**src/rtl/bmp24_stream_writer_top_defines.svh**
```systemverilog
// ----------------------------------------------------------------------------
// bmp24 stream writer assertion macros
// Shared concurrent assertion forms for the BMP stream writer RTL.
// ----------------------------------------------------------------------------
`ifndef BMP24_STREAM_WRITER_TOP_DEFINES_SVH
`define BMP24_STREAM_WRITER_TOP_DEFINES_SVH

// same-cycle implication, disabled while in reset
`define BMP_ASSERT_NOW(label, clk, rst_n, ante, cons, msg) \
	label: assert property (@(posedge clk) disable iff (!rst_n) (ante) |-> (cons)) \
		else $error(msg);

// next-cycle implication, disabled while in reset
`define BMP_ASSERT_NEXT(label, clk, rst_n, ante, cons, msg) \
	label: assert property (@(posedge clk) disable iff (!rst_n) (ante) |=> (cons)) \
		else $error(msg);

`endif

```
**src/rtl/bmp24_pkg.sv**
```systemverilog
// ----------------------------------------------------------------------------
// bmp24 package
// Types, constants and the header byte table of the BMP stream writer.
// ----------------------------------------------------------------------------
package bmp24_pkg;

	localparam int CFG_IDX_W  = 2;
	localparam int CFG_DATA_W = 16;
	localparam int DIM_W      = 16;
	localparam int CNT_W      = 5;

	localparam logic [CFG_IDX_W-1:0] REG_FRAME_WIDTH   = 2'd0;
	localparam logic [CFG_IDX_W-1:0] REG_FRAME_HEIGHT  = 2'd1;
	localparam logic [CFG_IDX_W-1:0] REG_CHANNEL_ORDER = 2'd2;

	localparam logic CMD_START = 1'b0;
	localparam logic CMD_PIXEL = 1'b1;

	localparam logic ORDER_RGB = 1'b0;

	localparam logic [CNT_W-1:0] HDR_BYTES = 5'd26;
	localparam logic [CNT_W-1:0] PIX_BYTES = 5'd3;

	localparam logic [7:0] CHAR_B = 8'h42;
	localparam logic [7:0] CHAR_M = 8'h4D;

	typedef struct packed {
		logic       command;
		logic [7:0] pixel_byte0;
		logic [7:0] pixel_byte1;
		logic [7:0] pixel_byte2;
	} in_item_t;

	typedef struct packed {
		logic [7:0] out_byte;
		logic       last_of_run;
		logic       end_of_file;
	} out_item_t;

	// effective configuration seen by the datapath
	typedef struct packed {
		logic [DIM_W-1:0] width;
		logic [DIM_W-1:0] height;
		logic             chan_order;
		logic [31:0]      bmp_size;
	} cfg_t;

	// what the transaction in the input stage produces
	typedef struct packed {
		logic [CNT_W-1:0] nbytes;
		logic             frame_end;
	} job_t;

	typedef struct packed {
		logic valid;
		logic command;
		logic done;
	} ser_status_t;

	function automatic logic [7:0] hdr_byte(input logic [CNT_W-1:0] idx,
		input logic [31:0] size, input logic [DIM_W-1:0] w, input logic [DIM_W-1:0] h);
		logic [7:0] b;
		b = 8'h00;
		case (idx)
			5'd0:  b = CHAR_B;
			5'd1:  b = CHAR_M;
			5'd2:  b = size[7:0];
			5'd3:  b = size[15:8];
			5'd4:  b = size[23:16];
			5'd5:  b = size[31:24];
			5'd10: b = 8'd26;
			5'd14: b = 8'd12;
			5'd18: b = w[7:0];
			5'd19: b = w[15:8];
			5'd20: b = h[7:0];
			5'd21: b = h[15:8];
			5'd22: b = 8'd1;
			5'd24: b = 8'd24;
			default: b = 8'h00;
		endcase
		return b;
	endfunction

endpackage

```
**src/rtl/bmp24_cfg_regs.sv**
```systemverilog
// ----------------------------------------------------------------------------
// bmp24 configuration registers
// Holds frame size and channel order and precomputes the size field.
// ----------------------------------------------------------------------------
module bmp24_cfg_regs (
	input  logic                             clk,
	input  logic                             arst_n,
	input  logic                             cfg_we,
	input  logic [bmp24_pkg::CFG_IDX_W-1:0]  cfg_index,
	input  logic [bmp24_pkg::CFG_DATA_W-1:0] cfg_data,
	output bmp24_pkg::cfg_t                  cfg
);
	import bmp24_pkg::*;

	logic [DIM_W-1:0] width_q;
	logic [DIM_W-1:0] height_q;
	logic             order_q;
	logic [DIM_W-1:0] w_eff;
	logic [DIM_W-1:0] h_eff;
	logic [17:0]      row_bytes;
	logic [17:0]      row_bytes_q;
	logic [33:0]      prod;
	logic [31:0]      size_q;

	always_ff @(posedge clk or negedge arst_n) begin
		if (!arst_n) begin
			width_q  <= 16'd1;
			height_q <= 16'd1;
			order_q  <= ORDER_RGB;
		end else if (cfg_we) begin
			case (cfg_index)
				REG_FRAME_WIDTH:   width_q  <= cfg_data;
				REG_FRAME_HEIGHT:  height_q <= cfg_data;
				REG_CHANNEL_ORDER: order_q  <= cfg_data[0];
				default: ;
			endcase
		end
	end

	// zero is taken as one
	assign w_eff = (width_q == '0) ? 16'd1 : width_q;
	assign h_eff = (height_q == '0) ? 16'd1 : height_q;

	assign row_bytes = {1'b0, w_eff, 1'b0} + {2'b00, w_eff} + {16'd0, w_eff[1:0]};
	assign prod      = {16'd0, row_bytes_q} * {18'd0, h_eff};

	// two register steps; settled long before the size bytes go out
	always_ff @(posedge clk or negedge arst_n) begin
		if (!arst_n) begin
			row_bytes_q <= 18'd4;
			size_q      <= 32'd30;
		end else begin
			row_bytes_q <= row_bytes;
			size_q      <= prod[31:0] + 32'd26;
		end
	end

	assign cfg.width      = w_eff;
	assign cfg.height     = h_eff;
	assign cfg.chan_order = order_q;
	assign cfg.bmp_size   = size_q;

endmodule

```
**src/rtl/bmp24_frame_ctrl.sv**
```systemverilog
// ----------------------------------------------------------------------------
// bmp24 frame control
// Column, row and open-frame state; sizes the run of the pending transaction.
// ----------------------------------------------------------------------------
module bmp24_frame_ctrl (
	input  logic                   clk,
	input  logic                   arst_n,
	input  bmp24_pkg::cfg_t        cfg,
	input  bmp24_pkg::ser_status_t st,
	output bmp24_pkg::job_t        job
);
	import bmp24_pkg::*;

	logic [DIM_W-1:0] col_q;
	logic [DIM_W-1:0] row_q;
	logic             open_q;
	logic [DIM_W:0]   col_next;
	logic [DIM_W:0]   row_next;
	logic             row_end;
	logic             frame_end;
	logic [1:0]       pad;

	assign col_next  = {1'b0, col_q} + 17'd1;
	assign row_next  = {1'b0, row_q} + 17'd1;
	assign row_end   = col_next >= {1'b0, cfg.width};
	assign frame_end = row_end && (row_next >= {1'b0, cfg.height});
	assign pad       = row_end ? cfg.width[1:0] : 2'd0;

	always_comb begin
		job.frame_end = frame_end;
		if (st.command == CMD_START) begin
			job.nbytes = HDR_BYTES;
		end else if (open_q) begin
			job.nbytes = PIX_BYTES + {3'd0, pad};
		end else begin
			job.nbytes = '0;
		end
	end

	always_ff @(posedge clk or negedge arst_n) begin
		if (!arst_n) begin
			col_q  <= '0;
			row_q  <= '0;
			open_q <= 1'b0;
		end else if (st.valid && st.done) begin
			if (st.command == CMD_START) begin
				col_q  <= '0;
				row_q  <= '0;
				open_q <= 1'b1;
			end else if (open_q) begin
				if (row_end) begin
					col_q <= '0;
					if (frame_end) begin
						row_q  <= '0;
						open_q <= 1'b0;
					end else begin
						row_q <= row_next[DIM_W-1:0];
					end
				end else begin
					col_q <= col_next[DIM_W-1:0];
				end
			end
		end
	end

endmodule

```
**src/rtl/bmp24_byte_ser.sv**
```systemverilog
// ----------------------------------------------------------------------------
// bmp24 byte serializer
// Input stage, byte index counter and output register of the byte stream.
// ----------------------------------------------------------------------------
`include "bmp24_stream_writer_top_defines.svh"

module bmp24_byte_ser (
	input  logic                   clk,
	input  logic                   arst_n,
	input  logic                   item_valid,
	output logic                   item_ready,
	input  bmp24_pkg::in_item_t    item,
	output logic                   result_valid,
	input  logic                   result_ready,
	output bmp24_pkg::out_item_t   result,
	input  bmp24_pkg::cfg_t        cfg,
	input  bmp24_pkg::job_t        job,
	output bmp24_pkg::ser_status_t st
);
	import bmp24_pkg::*;

	logic             valid_s1;
	in_item_t         item_s1;
	logic [CNT_W-1:0] idx_q;
	logic             out_valid_q;
	out_item_t        out_q;
	logic             accept;
	logic             fire;
	logic             last;
	logic             done;
	logic [7:0]       pix_byte;
	logic [7:0]       blue;
	logic [7:0]       red;
	out_item_t        nxt;

	assign last   = (idx_q == job.nbytes - 5'd1);
	assign fire   = valid_s1 && (job.nbytes != '0) && (!out_valid_q || result_ready);
	assign done   = valid_s1 && ((job.nbytes == '0) || (fire && last));
	assign accept = item_valid && item_ready;

	assign item_ready = !valid_s1 || done;

	assign blue = (cfg.chan_order == ORDER_RGB) ? item_s1.pixel_byte2 : item_s1.pixel_byte0;
	assign red  = (cfg.chan_order == ORDER_RGB) ? item_s1.pixel_byte0 : item_s1.pixel_byte2;

	always_comb begin
		case (idx_q)
			5'd0:    pix_byte = blue;
			5'd1:    pix_byte = item_s1.pixel_byte1;
			5'd2:    pix_byte = red;
			default: pix_byte = 8'h00;
		endcase
	end

	always_comb begin
		nxt.last_of_run = last;
		if (item_s1.command == CMD_START) begin
			nxt.out_byte    = hdr_byte(idx_q, cfg.bmp_size, cfg.width, cfg.height);
			nxt.end_of_file = 1'b0;
		end else begin
			nxt.out_byte    = pix_byte;
			nxt.end_of_file = last && job.frame_end;
		end
	end

	always_ff @(posedge clk or negedge arst_n) begin
		if (!arst_n) begin
			valid_s1 <= 1'b0;
			idx_q    <= '0;
		end else if (accept) begin
			valid_s1 <= 1'b1;
			idx_q    <= '0;
		end else if (done) begin
			valid_s1 <= 1'b0;
			idx_q    <= '0;
		end else if (fire) begin
			idx_q <= idx_q + 5'd1;
		end
	end

	always_ff @(posedge clk) begin
		if (accept) begin
			item_s1 <= item;
		end
		if (fire) begin
			out_q <= nxt;
		end
	end

	// hold the result until the receiver takes it
	always_ff @(posedge clk or negedge arst_n) begin
		if (!arst_n) begin
			out_valid_q <= 1'b0;
		end else if (fire) begin
			out_valid_q <= 1'b1;
		end else if (result_ready) begin
			out_valid_q <= 1'b0;
		end
	end

	assign result_valid = out_valid_q;
	assign result       = out_q;

	assign st.valid   = valid_s1;
	assign st.command = item_s1.command;
	assign st.done    = done;

	`BMP_ASSERT_NOW(a_idx_in_run, clk, arst_n, fire, idx_q < job.nbytes, "byte index past run")
	`BMP_ASSERT_NOW(a_eof_is_last, clk, arst_n, out_valid_q && out_q.end_of_file,
		out_q.last_of_run, "end of file without end of run")
	`BMP_ASSERT_NEXT(a_stage_frees, clk, arst_n, done && !accept, !valid_s1,
		"input stage still busy after its run")
	`BMP_ASSERT_NEXT(a_idx_steps, clk, arst_n, fire && !done, idx_q == $past(idx_q) + 5'd1,
		"byte index did not advance")

endmodule

```
**src/rtl/bmp24_stream_writer_top.sv**
```systemverilog
// ----------------------------------------------------------------------------
// bmp24 stream writer top
// Turns start and pixel transactions into a 24-bit BMP byte stream.
// ----------------------------------------------------------------------------
// Usage:
//   item channel: command 0 opens a frame and yields the 26 header bytes;
//   command 1 yields three bytes B,G,R plus row padding after the last pixel
//   of a row. A pixel with no frame open is taken and yields nothing.
//   result channel: one byte per transaction, last_of_run marks the final
//   byte of an input's run, end_of_file the final byte of the frame.
//   cfg port: write frame width, height and channel order while idle.
// Timing: an input is registered in the input stage, and the first byte of
//   its run then in the output register. The byte counter of the input
//   stage emits one byte per cycle while the output is not stalled; a run is
//   3 bytes for a plain pixel, 3 to 6 at a row end, 26 for a header. The next
//   input is taken in the cycle its predecessor's last byte is registered.
// Reset: clears the frame state, width and height to 1, channel order RGB.
// Stall: while result_ready is low the output register holds its byte and
//   the run pauses; input is taken again once the current run drains.
// ----------------------------------------------------------------------------
module bmp24_stream_writer_top (
	input  logic                             clk,
	input  logic                             arst_n,
	input  logic                             item_valid,
	output logic                             item_ready,
	input  bmp24_pkg::in_item_t              item,
	output logic                             result_valid,
	input  logic                             result_ready,
	output bmp24_pkg::out_item_t             result,
	input  logic                             cfg_we,
	input  logic [bmp24_pkg::CFG_IDX_W-1:0]  cfg_index,
	input  logic [bmp24_pkg::CFG_DATA_W-1:0] cfg_data
);
	import bmp24_pkg::*;

	cfg_t        cfg;
	job_t        job;
	ser_status_t st;

	bmp24_cfg_regs u_cfg (
		.clk       (clk),
		.arst_n    (arst_n),
		.cfg_we    (cfg_we),
		.cfg_index (cfg_index),
		.cfg_data  (cfg_data),
		.cfg       (cfg)
	);

	bmp24_frame_ctrl u_ctrl (
		.clk    (clk),
		.arst_n (arst_n),
		.cfg    (cfg),
		.st     (st),
		.job    (job)
	);

	bmp24_byte_ser u_ser (
		.clk          (clk),
		.arst_n       (arst_n),
		.item_valid   (item_valid),
		.item_ready   (item_ready),
		.item         (item),
		.result_valid (result_valid),
		.result_ready (result_ready),
		.result       (result),
		.cfg          (cfg),
		.job          (job),
		.st           (st)
	);

endmodule
```
**config.mk**
```make
export PLATFORM = sky130hd
export DESIGN_NAME = bmp24_stream_writer_top
export DESIGN_NICKNAME = d
export VERILOG_FILES = /design/src/rtl/bmp24_pkg.sv /design/src/rtl/bmp24_cfg_regs.sv /design/src/rtl/bmp24_frame_ctrl.sv /design/src/rtl/bmp24_byte_ser.sv /design/src/rtl/bmp24_stream_writer_top.sv
export VERILOG_INCLUDE_DIRS = /design/src /design/src/rtl
export SDC_FILE = /design/constraint.sdc
export NUM_CORES = 1
export LEC_CHECK = 0
export CORE_UTILIZATION = 50
export CTS_BUF_LIST = sky130_fd_sc_hd__clkbuf_8
export CTS_CLUSTER_SIZE = 20
export DETAILED_ROUTE_END_ITERATION = 7
export DONT_BUFFER_PORTS = 1
export PLACE_DENSITY = 0.61
export SKIP_LAST_GASP = 1
export SLEW_MARGIN = 20
export SYNTH_ARGS = -nofsm -noshare
export SYNTH_HDL_FRONTEND = slang
export SYNTH_SLANG_ARGS = --single-unit
```
**constraint.sdc**
```tcl
create_clock -name clk -period 7.2 [get_ports clk]
set_input_delay 0.72 -clock clk [delete_from_list [all_inputs] [get_ports clk]]
set_output_delay 0.72 -clock clk [all_outputs]
set_load 0.005 [all_outputs]
```
==> impl_summary.log, run 1 <==
[metrics] status: finished, final reports clean
[metrics] nets in the synthesized netlist: 2251
[metrics] sequential share of the synthesized area: 23.5%
[metrics] Final HPWL DP: 34100 µm
[metrics] CTS tree: done
[metrics] slowest CP cell: sky130_fd_sc_hd__dfrtp_1
[metrics] die extent in y: 187 µm
[metrics] overall via count from detail_route: 12.5k
[metrics] number of distinct library cells after synthesis: 86
[metrics] Max Fclk: 0.151 GHz
[metrics] total length of routed wires: 43700 µm
[metrics] R2R cell count: 20
[metrics] Critical Path End Type: output pin
[metrics] final core occ: 53.7%
[metrics] post-synthesis cell count: 1831
[metrics] Post-Syn Area: 0.0172 mm²
[metrics] list of cells traversed by the critical path: ha_1 > nand3_2 > nor3_4 > and3_1 > xor2_1 > ha_1 > a21o_1 > a21o_1 > a21oi_1 > o21ai_1 > a21oi_4 > o21ai_1 > nand2_1 > ha_1 > inv_1 > a21oi_1 > ha_1 > xnor2_1 > a2111oi_4 > nand3_1 > mux2i_4 > nor2_2 > buf_4 > nand2_1
[metrics] slew at the pin with the worst max-slew slack: 0.950 ns
[metrics] sum of negative setup slack: 0 ns
[metrics] flip-flop and latch count after synthesis: 154
[metrics] depth of the CTS H-tree: 4
[metrics] data arrival time of the critical path: 5.89 ns
[metrics] number of global-route vias before repair: 13.5k
[metrics] area of the core region: 0.0337 mm²
[metrics] post-DR vias/cell: 5.54
[metrics] chip width: 187 µm
[metrics] top-level port count: 60
[metrics] Remaining Overflow, GRT: 0
[metrics] first-pass GRT wire length: 72200 µm
[metrics] minimum clock period after layout: 6.61 ns
[metrics] # setup viols final: 0
[metrics] unrepaired setup endpoints after global routing: false
[metrics] smallest hold slack: 0.0682 ns
[metrics] slowest cell delay on critical path: 0.47 ns
[metrics] number of CTS-inserted buffers: 17
[metrics] Synth Flop Type: sky130_fd_sc_hd__dfrtp_1
[metrics] Area Overhead vs Synth: 5.16%
[metrics] post-synthesis async set-or-reset flop share: 77.3%
[metrics] largest net degree at the start of global routing: 114
[metrics] Setup Crit Path Kind: flop to output pin
[metrics] placer congestion estimate: 0.856
[metrics] number of buffers and inverters on the critical path: 2
[metrics] setup slack of the worst register-to-register path: 0.62 ns
[metrics] number of buffers on the longest clock path: 2
[metrics] kind of cell with the highest combined delay on the critical path: compound AO/OA/AOI/OAI gates
[metrics] source of the worst register-to-register timing path: u_cfg.row_bytes_q[11]
[metrics] Starting Density: 51.1%
[metrics] fraction of final layout cells sized beyond drive strength 1: 7.01%
[metrics] element type at the critical path start: flop
[metrics] hold violation total from the final report: 0
[metrics] ratio of final minimum period to clock period: 91.9%
[metrics] Reg-to-Reg End: u_cfg.size_q[30]
[metrics] number of slew-limit violations in the final report: 0
[metrics] first-pass iteration count of the detailed router: 5
[metrics] placed cells: 2226
[metrics] most used cell along the critical path: sky130_fd_sc_hd__ha_1
[metrics] Global Route Usage Sum: 26.6%
[metrics] required arrival time at the worst endpoint: 6.48 ns
[metrics] worst hold-check path type: primary input to async pin
[metrics] largest fanout on the critical path: 31
[metrics] number of flops mapped to enable cells by yosys: 35
[metrics] average wire per cell in the routed design: 19.3 µm
[metrics] total DRC errors in the routed layout: 0
[metrics] number of nets with antenna violations after detailed routing: 0
[metrics] number of placement rows: 67
[metrics] buffer type at the clock tree root: sky130_fd_sc_hd__clkbuf_8
[metrics] area of the die: 0.0352 mm²
[metrics] final instance count without filler cells: 2259
[metrics] initial antenna violation count: 2
[metrics] Yosys warning total: 0
[metrics] max-cap viol count: 0
[metrics] number of nets in the finished design: 2218
[metrics] Post-Synthesis Mean Instance Area: 9.40 µm²
[metrics] CTS sink cnt: 154
[metrics] DRC violation total after the first TritonRoute iteration: 912
[metrics] antenna cell count: 0
[metrics] CTS clock-pin slew for the worst setup and hold paths: 0.10 ns
[metrics] quantity of I/O buffers inserted on ports: 0
[metrics] Fin Clk Skew: 0.0191 ns
[metrics] max_slew headroom: 36.2%
[metrics] worst skew pair latency: 0.49 ns
==> synth_stat cells (4+ instances only) <==
cell type	n	area share, %
sky130_fd_sc_hd__inv_1	309	6.7
sky130_fd_sc_hd__nand2_1	223	4.9
sky130_fd_sc_hd__fa_1	197	23
sky130_fd_sc_hd__ha_1	175	13
sky130_fd_sc_hd__dfrtp_1	113	16
sky130_fd_sc_hd__and2_1	110	4.0
sky130_fd_sc_hd__clkbuf_1	70	1.5
sky130_fd_sc_hd__a21oi_1	59	1.7
sky130_fd_sc_hd__nand3_1	48	1.4
sky130_fd_sc_hd__xnor2_1	45	2.3
sky130_fd_sc_hd__nor2_1	41	0.89
sky130_fd_sc_hd__o21ai_0	40	1.2
sky130_fd_sc_hd__o21ai_1	38	1.1
sky130_fd_sc_hd__edfxtp_1	35	6.1
sky130_fd_sc_hd__nor2b_1	27	0.98
sky130_fd_sc_hd__xor2_1	26	1.3
sky130_fd_sc_hd__a22oi_1	23	1.0
sky130_fd_sc_hd__mux2_2	20	1.3
sky130_fd_sc_hd__nand2b_1	19	0.69
sky130_fd_sc_hd__a21o_1	15	0.65
sky130_fd_sc_hd__a221oi_1	15	0.76
sky130_fd_sc_hd__and3_1	13	0.47
sky130_fd_sc_hd__nor3_1	13	0.38
sky130_fd_sc_hd__o22ai_1	9	0.33
sky130_fd_sc_hd__nand4_1	8	0.29
sky130_fd_sc_hd__o21a_1	8	0.35
sky130_fd_sc_hd__buf_2	7	0.20
sky130_fd_sc_hd__o211ai_1	7	0.31
sky130_fd_sc_hd__a21boi_0	6	0.26
sky130_fd_sc_hd__a31oi_1	6	0.22
sky130_fd_sc_hd__dfstp_2	6	0.92
sky130_fd_sc_hd__o21bai_1	5	0.22
sky130_fd_sc_hd__nor3b_1	4	0.17
sky130_fd_sc_hd__nor4_1	4	0.15
sky130_fd_sc_hd__o31ai_2	4	0.29
sky130_fd_sc_hd__or3_1	4	0.15
==> metrics by stage <==
| stage | setup WS, ns | instance area (µm²) |
|---|---|---|
| 2_1_floorplan | 1.09 | 17200 |
| 3_3_place_gp | 0.701 | 17700 |
| 3_5_place_dp | 0.676 | 17700 |
| 4_1_cts | 0.506 | 18100 |
| 5_1_grt | 0.134 | 18100 |
| 6_report | 0.585 | 18100 |
==> sequential cells by signal (all words and copies together) (netlist names) <==
register,flops
u_ser.result,10
u_ser.st,1
u_ctrl.row_q,16
u_ctrl.open_q,1
u_cfg.height_q,16
u_ctrl.col_q,16
u_ser.item_s1,24
u_ser.idx_q,5
u_cfg.row_bytes_q,16
u_cfg.size_q,30
u_ser.valid_s1,1
u_cfg.width_q,16
u_cfg.order_q,1
u_ser.result_valid,1
==> area by class of cell <==
class                   instances  area, µm²
clock buffers                  17        234
multi-input cells            1284      11700
well taps                     448        561
inverters                     310       1160
flip-flops and latches        154       4040
repair buffers                 31        253
clock inverters                15        170
fillers                      3121      15600
==> worst max path at each step <==
stage,startpoint,endpoint,slack [ns],cells past startpoint
4_1_cts,u_ctrl.col_q[0],item_ready,0.51,22
2_1_floorplan,u_cfg.height_q[1],u_cfg.size_q[31],1.09,22
3_3_place_gp,u_cfg.row_bytes_q[11],u_cfg.size_q[31],0.70,20
5_1_grt,u_ctrl.col_q[0],item_ready,0.13,24
6_report,u_ctrl.col_q[0],item_ready,0.59,24
3_5_place_dp,u_cfg.row_bytes_q[11],u_cfg.size_q[30],0.68,20
==> worst reg2reg max path: cells and delay by family, from the launching register on <==
family / cells / cell delay [ns]
AOI/OAI and AO/OA: 7 / 1.42
adders and majority gates: 7 / 3.47
buffers and inverters: 3 / 0.16
DFF: 1 / 0.83
muxes: 1 / 0.23
and+or+nand+nor: 2 / 0.35
==> cells by family (layout without fill, tap and decap cells) <==
kind of cell               after synthesis  count (layout)  share of synthesized area, %
adders and majority gates              372             372                          35.7
AOI/OAI and AO/OA                      278             278                          11.3
buffers and inverters                  393             373                          8.71
and+or+nand+nor                        539             539                          15.7
muxes                                   24              24                          1.61
DFF                                    154             154                          23.5
xor gates and xnor gates                71              71                          3.61
==> layer usage <==
metal / share of wire [%] / up-vias / GRT usage [%]
li1: - / 5845 / -
met1: 45 / 6329 / 36.3
met2: 48 / 286 / 43.6
met3: 5.6 / 58 / 5.15
met4: 1.6 / 2 / 6.38
met5: 0.030 / - / 0
==> what timing repair did <==
item	CTS	global route
setup buffers	0	0
setup endpoints to repair	0	1
hold buffers	1	0
endpoints found under the hold margin	113	0
resized for setup	0	1
==> placed cells by master, fill, tap and decap left out, types with 5 or more instances in the layout <==
master / instances
sky130_fd_sc_hd__nand2b_1: 19
sky130_fd_sc_hd__dfrtp_1: 113
sky130_fd_sc_hd__a21boi_0: 6
sky130_fd_sc_hd__nor2_1: 41
sky130_fd_sc_hd__o21a_1: 8
sky130_fd_sc_hd__fa_1: 197
sky130_fd_sc_hd__o21ai_0: 39
sky130_fd_sc_hd__o22ai_1: 9
sky130_fd_sc_hd__buf_4: 30
sky130_fd_sc_hd__edfxtp_1: 35
sky130_fd_sc_hd__o21bai_1: 5
sky130_fd_sc_hd__a31oi_1: 6
sky130_fd_sc_hd__o21ai_1: 39
sky130_fd_sc_hd__nand2_1: 223
sky130_fd_sc_hd__xnor2_1: 45
sky130_fd_sc_hd__nor2b_1: 27
sky130_fd_sc_hd__a21oi_1: 59
sky130_fd_sc_hd__xor2_1: 26
sky130_fd_sc_hd__dfstp_2: 6
sky130_fd_sc_hd__a221oi_1: 15
sky130_fd_sc_hd__a21o_1: 15
sky130_fd_sc_hd__nand3_1: 48
sky130_fd_sc_hd__nand4_1: 8
sky130_fd_sc_hd__a22oi_1: 23
sky130_fd_sc_hd__nor3_1: 13
sky130_fd_sc_hd__and2_1: 110
sky130_fd_sc_hd__o211ai_1: 7
sky130_fd_sc_hd__ha_1: 175
sky130_fd_sc_hd__mux2_2: 20
sky130_fd_sc_hd__inv_8: 5
sky130_fd_sc_hd__inv_1: 309
sky130_fd_sc_hd__clkbuf_8: 17
sky130_fd_sc_hd__and3_1: 13
Power of run 1 is left out: the tool's default activity adds up to more than one toggle a clock period on the data nets, which glitch-free logic cannot reach.
==> inputs of run 2 (changes only) <==
--- a/config.mk
+++ b/config.mk
@@ -7,7 +7,6 @@
 export NUM_CORES = 1
 export LEC_CHECK = 0
 export CORE_UTILIZATION = 50
-export CTS_BUF_LIST = sky130_fd_sc_hd__clkbuf_8
 export CTS_CLUSTER_SIZE = 20
 export DETAILED_ROUTE_END_ITERATION = 7
 export DONT_BUFFER_PORTS = 1
==> impl_summary.log, run 2 (synthesis gave the netlist of run 1 again) <==
[metrics] overall via count from detail_route: 12.6k (was 12.5k)
[metrics] first-pass GRT wire length: 72400 µm (was 72200 µm)
[metrics] DRC violation total after the first TritonRoute iteration: 879 (was 912)
[metrics] number of nets with antenna violations after detailed routing: 0 (unchanged)
[metrics] largest net degree at the start of global routing: 114 (unchanged)
[metrics] placer congestion estimate: 0.856 (unchanged)
[metrics] Remaining Overflow, GRT: 0 (unchanged)
[metrics] number of slew-limit violations in the final report: 0 (unchanged)
[metrics] total length of routed wires: 43700 µm (about the same)
[metrics] number of fill cells: 3087 (was 3121)
[metrics] top-level port count: 60 (unchanged)
[metrics] required arrival time at the worst endpoint: 6.48 ns (about the same)
[metrics] fraction of final layout cells sized beyond drive strength 1: 7.01% (unchanged)
[metrics] max-cap viol count: 0 (unchanged)
[metrics] status: finished, final reports clean (unchanged)
[metrics] initial antenna violation count: 2 (unchanged)
[metrics] Reg-to-Reg End: u_cfg.size_q[31] (was u_cfg.size_q[30])
[metrics] top flop regs: u_cfg.size_q: 30 flops, u_ser.item_s1: 24 flops (unchanged)
[metrics] number of CTS-inserted buffers: 17 (unchanged)
[metrics] CTS sink cnt: 154 (unchanged)
[metrics] worst skew pair latency: 0.45 ns (was 0.49 ns)
[metrics] max FFs per register: 30 (unchanged)
[metrics] number of nets in the finished design: 2218 (unchanged)
[metrics] element type at the critical path start: flop (unchanged)
[metrics] commonest non-fill, non-tap cell in the layout: sky130_fd_sc_hd__inv_1 (unchanged)
[metrics] Setup Crit Path Kind: flop to output pin (unchanged)
[metrics] CTS clock-pin slew for the worst setup and hold paths: 0.07 ns (was 0.10 ns)
[metrics] unrepaired setup endpoints after global routing: false (unchanged)
[metrics] area of the die: 0.0352 mm² (unchanged)
[metrics] number of placement rows: 67 (unchanged)
[metrics] Cell Area, Placed: 0.0177 mm² (unchanged)
[metrics] minimum clock period after layout: 6.71 ns (was 6.61 ns)
[metrics] Area Overhead vs Synth: 6.27% (was 5.16%)
[metrics] Critical Path End Type: output pin (unchanged)
[metrics] # setup viols final: 0 (unchanged)
[metrics] source of the worst register-to-register timing path: u_cfg.row_bytes_q[11] (unchanged)
[metrics] chip width: 187 µm (unchanged)
[metrics] Final HPWL DP: 34100 µm (unchanged)
[metrics] max_slew headroom: 35.8% (was 36.2%)
[metrics] CTS tree: done (unchanged)
[metrics] Starting Density: 51.1% (unchanged)
[metrics] Max Fclk: 0.149 GHz (was 0.151 GHz)
[metrics] antenna cell count: 0 (unchanged)
[metrics] # resized after CTS: 0 (unchanged)
[metrics] Non-Filler Cell Area, Final: 0.0183 mm² (was 0.0181 mm²)
[metrics] buffer type at the clock tree root: sky130_fd_sc_hd__clkbuf_16 (was sky130_fd_sc_hd__clkbuf_8)
[metrics] final worst setup slack: 0.485 ns (was 0.585 ns)
[metrics] Fin Clk Skew: 0.0117 ns (was 0.0191 ns)
[metrics] ratio of final minimum period to clock period: 93.3% (was 91.9%)
[metrics] data arrival time of the critical path: 5.99 ns (was 5.89 ns)
[metrics] hold violation total from the final report: 0 (unchanged)
[metrics] leading cell types in the layout, fill and taps excluded: 309 x sky130_fd_sc_hd__inv_1, 223 x sky130_fd_sc_hd__nand2_1, 197 x sky130_fd_sc_hd__fa_1 (unchanged)
[metrics] Post-Place Worst Slack: 0.676 ns (unchanged)
[metrics] Global Route Usage Sum: 26.7% (was 26.6%)
[metrics] setup slack of the worst register-to-register path: 0.61 ns (was 0.62 ns)
[metrics] quantity of I/O buffers inserted on ports: 0 (unchanged)
[metrics] first-pass iteration count of the detailed router: 6 (was 5)
[metrics] total DRC errors in the routed layout: 0 (unchanged)
[metrics] number of buffers on the longest clock path: 2 (unchanged)
[metrics] Reg with most FFs: u_cfg.size_q (unchanged)
[metrics] depth of the CTS H-tree: 4 (unchanged)
[metrics] largest fanout on the critical path: 31 (unchanged)
[metrics] average wire per cell in the routed design: 19.4 µm (was 19.3 µm)
[metrics] post-DR vias/cell: 5.57 (was 5.54)
[metrics] worst hold-check path type: primary input to async pin (unchanged)
[metrics] slew at the pin with the worst max-slew slack: 0.956 ns (was 0.950 ns)
[metrics] number of global-route vias before repair: 13.5k (about the same)
[metrics] sum of negative setup slack: 0 ns (unchanged)
[metrics] area of the core region: 0.0337 mm² (unchanged)
[metrics] R2R cell count: 20 (unchanged)
[metrics] die extent in y: 187 µm (unchanged)
==> run 2: cell count changes in the layout (fill, tap and decap cells not counted) <==
cell / before / now
sky130_fd_sc_hd__clkbuf_16: 0 / 17
sky130_fd_sc_hd__clkbuf_8: 17 / 0
sky130_fd_sc_hd__o21ai_0: 39 / 40
sky130_fd_sc_hd__o21ai_1: 39 / 38
==> run 2: layout make-up <==
class | count | area, µm² | area share (%)
clock buffer | 17 | 425 | 2.33
clock inverter | 15 | 170 | 0.931
inverter | 310 | 1160 | 6.36
multi-input combinational | 1284 | 11700 | 63.9
sequential | 154 | 4040 | 22.1
tap | 448 | 561 | 3.07
timing repair buffer | 31 | 253 | 1.38
==> run 2: repair_timing <==
action | CTS | global route
hold buffers | 1 | 0
hold endpoints to repair | 113 | 0
setup buffers | 0 | 0
==> run 2: how the worst max path moves through the flow <==
stage / from / end / depth (start not counted)
detailed placement: u_cfg.row_bytes_q[11] / u_cfg.size_q[30] / 20
floorplan: u_cfg.height_q[1] / u_cfg.size_q[31] / 22
global route: u_ctrl.col_q[0] / item_ready / 22
global placement: u_cfg.row_bytes_q[11] / u_cfg.size_q[31] / 20
finish: u_ctrl.col_q[0] / item_ready / 24
CTS: u_ctrl.col_q[0] / item_ready / 22
==> run 2: per-layer routing <==
| metal | part of all wire (%) | track usage, % | vias up |
|---|---|---|---|
| li1 | - | - | 5851 |
| met1 | 44 | 36.3 | 6344 |
| met2 | 47 | 43.5 | 321 |
| met3 | 6.8 | 5.90 | 66 |
| met4 | 1.8 | 6.19 | 2 |
| met5 | 0.030 | 0 | - |
==> run 2: worst max-delay path, stage by stage, from the launching register on <==
cell	delay, ns
sky130_fd_sc_hd__dfrtp_1	0.46
sky130_fd_sc_hd__ha_1	0.29
sky130_fd_sc_hd__nand3_2	0.20
sky130_fd_sc_hd__nor3_4	0.37
sky130_fd_sc_hd__and3_1	0.22
sky130_fd_sc_hd__xor2_1	0.23
sky130_fd_sc_hd__ha_1	0.29
sky130_fd_sc_hd__a21o_1	0.16
sky130_fd_sc_hd__a21o_1	0.17
sky130_fd_sc_hd__a21oi_1	0.15
sky130_fd_sc_hd__o21ai_1	0.13
sky130_fd_sc_hd__a21oi_4	0.29
sky130_fd_sc_hd__o21ai_0	0.29
sky130_fd_sc_hd__nand2_1	0.17
sky130_fd_sc_hd__ha_1	0.24
sky130_fd_sc_hd__inv_1	0.06
sky130_fd_sc_hd__a21oi_1	0.06
sky130_fd_sc_hd__ha_1	0.30
sky130_fd_sc_hd__xnor2_1	0.16
sky130_fd_sc_hd__a2111oi_4	0.44
sky130_fd_sc_hd__nand3_1	0.18
sky130_fd_sc_hd__mux2i_4	0.20
sky130_fd_sc_hd__nor2_2	0.05
sky130_fd_sc_hd__buf_4	0.23
sky130_fd_sc_hd__nand2_1	0.21
==> run 2: through the flow <==
step | utilization, % | std cells | hold WS (ns)
6_report | 54.3 | 2259 | 0.119
5_1_grt | 54.3 | 2259 | 0.0979
4_1_cts | 54.3 | 2259 | 0.104
3_5_place_dp | 52.4 | 2226 | 0.432
3_3_place_gp | 52.4 | 2226 | 0.433
2_1_floorplan | - | 1831 | 0.424
Power of run 2 is left out for the same reason.
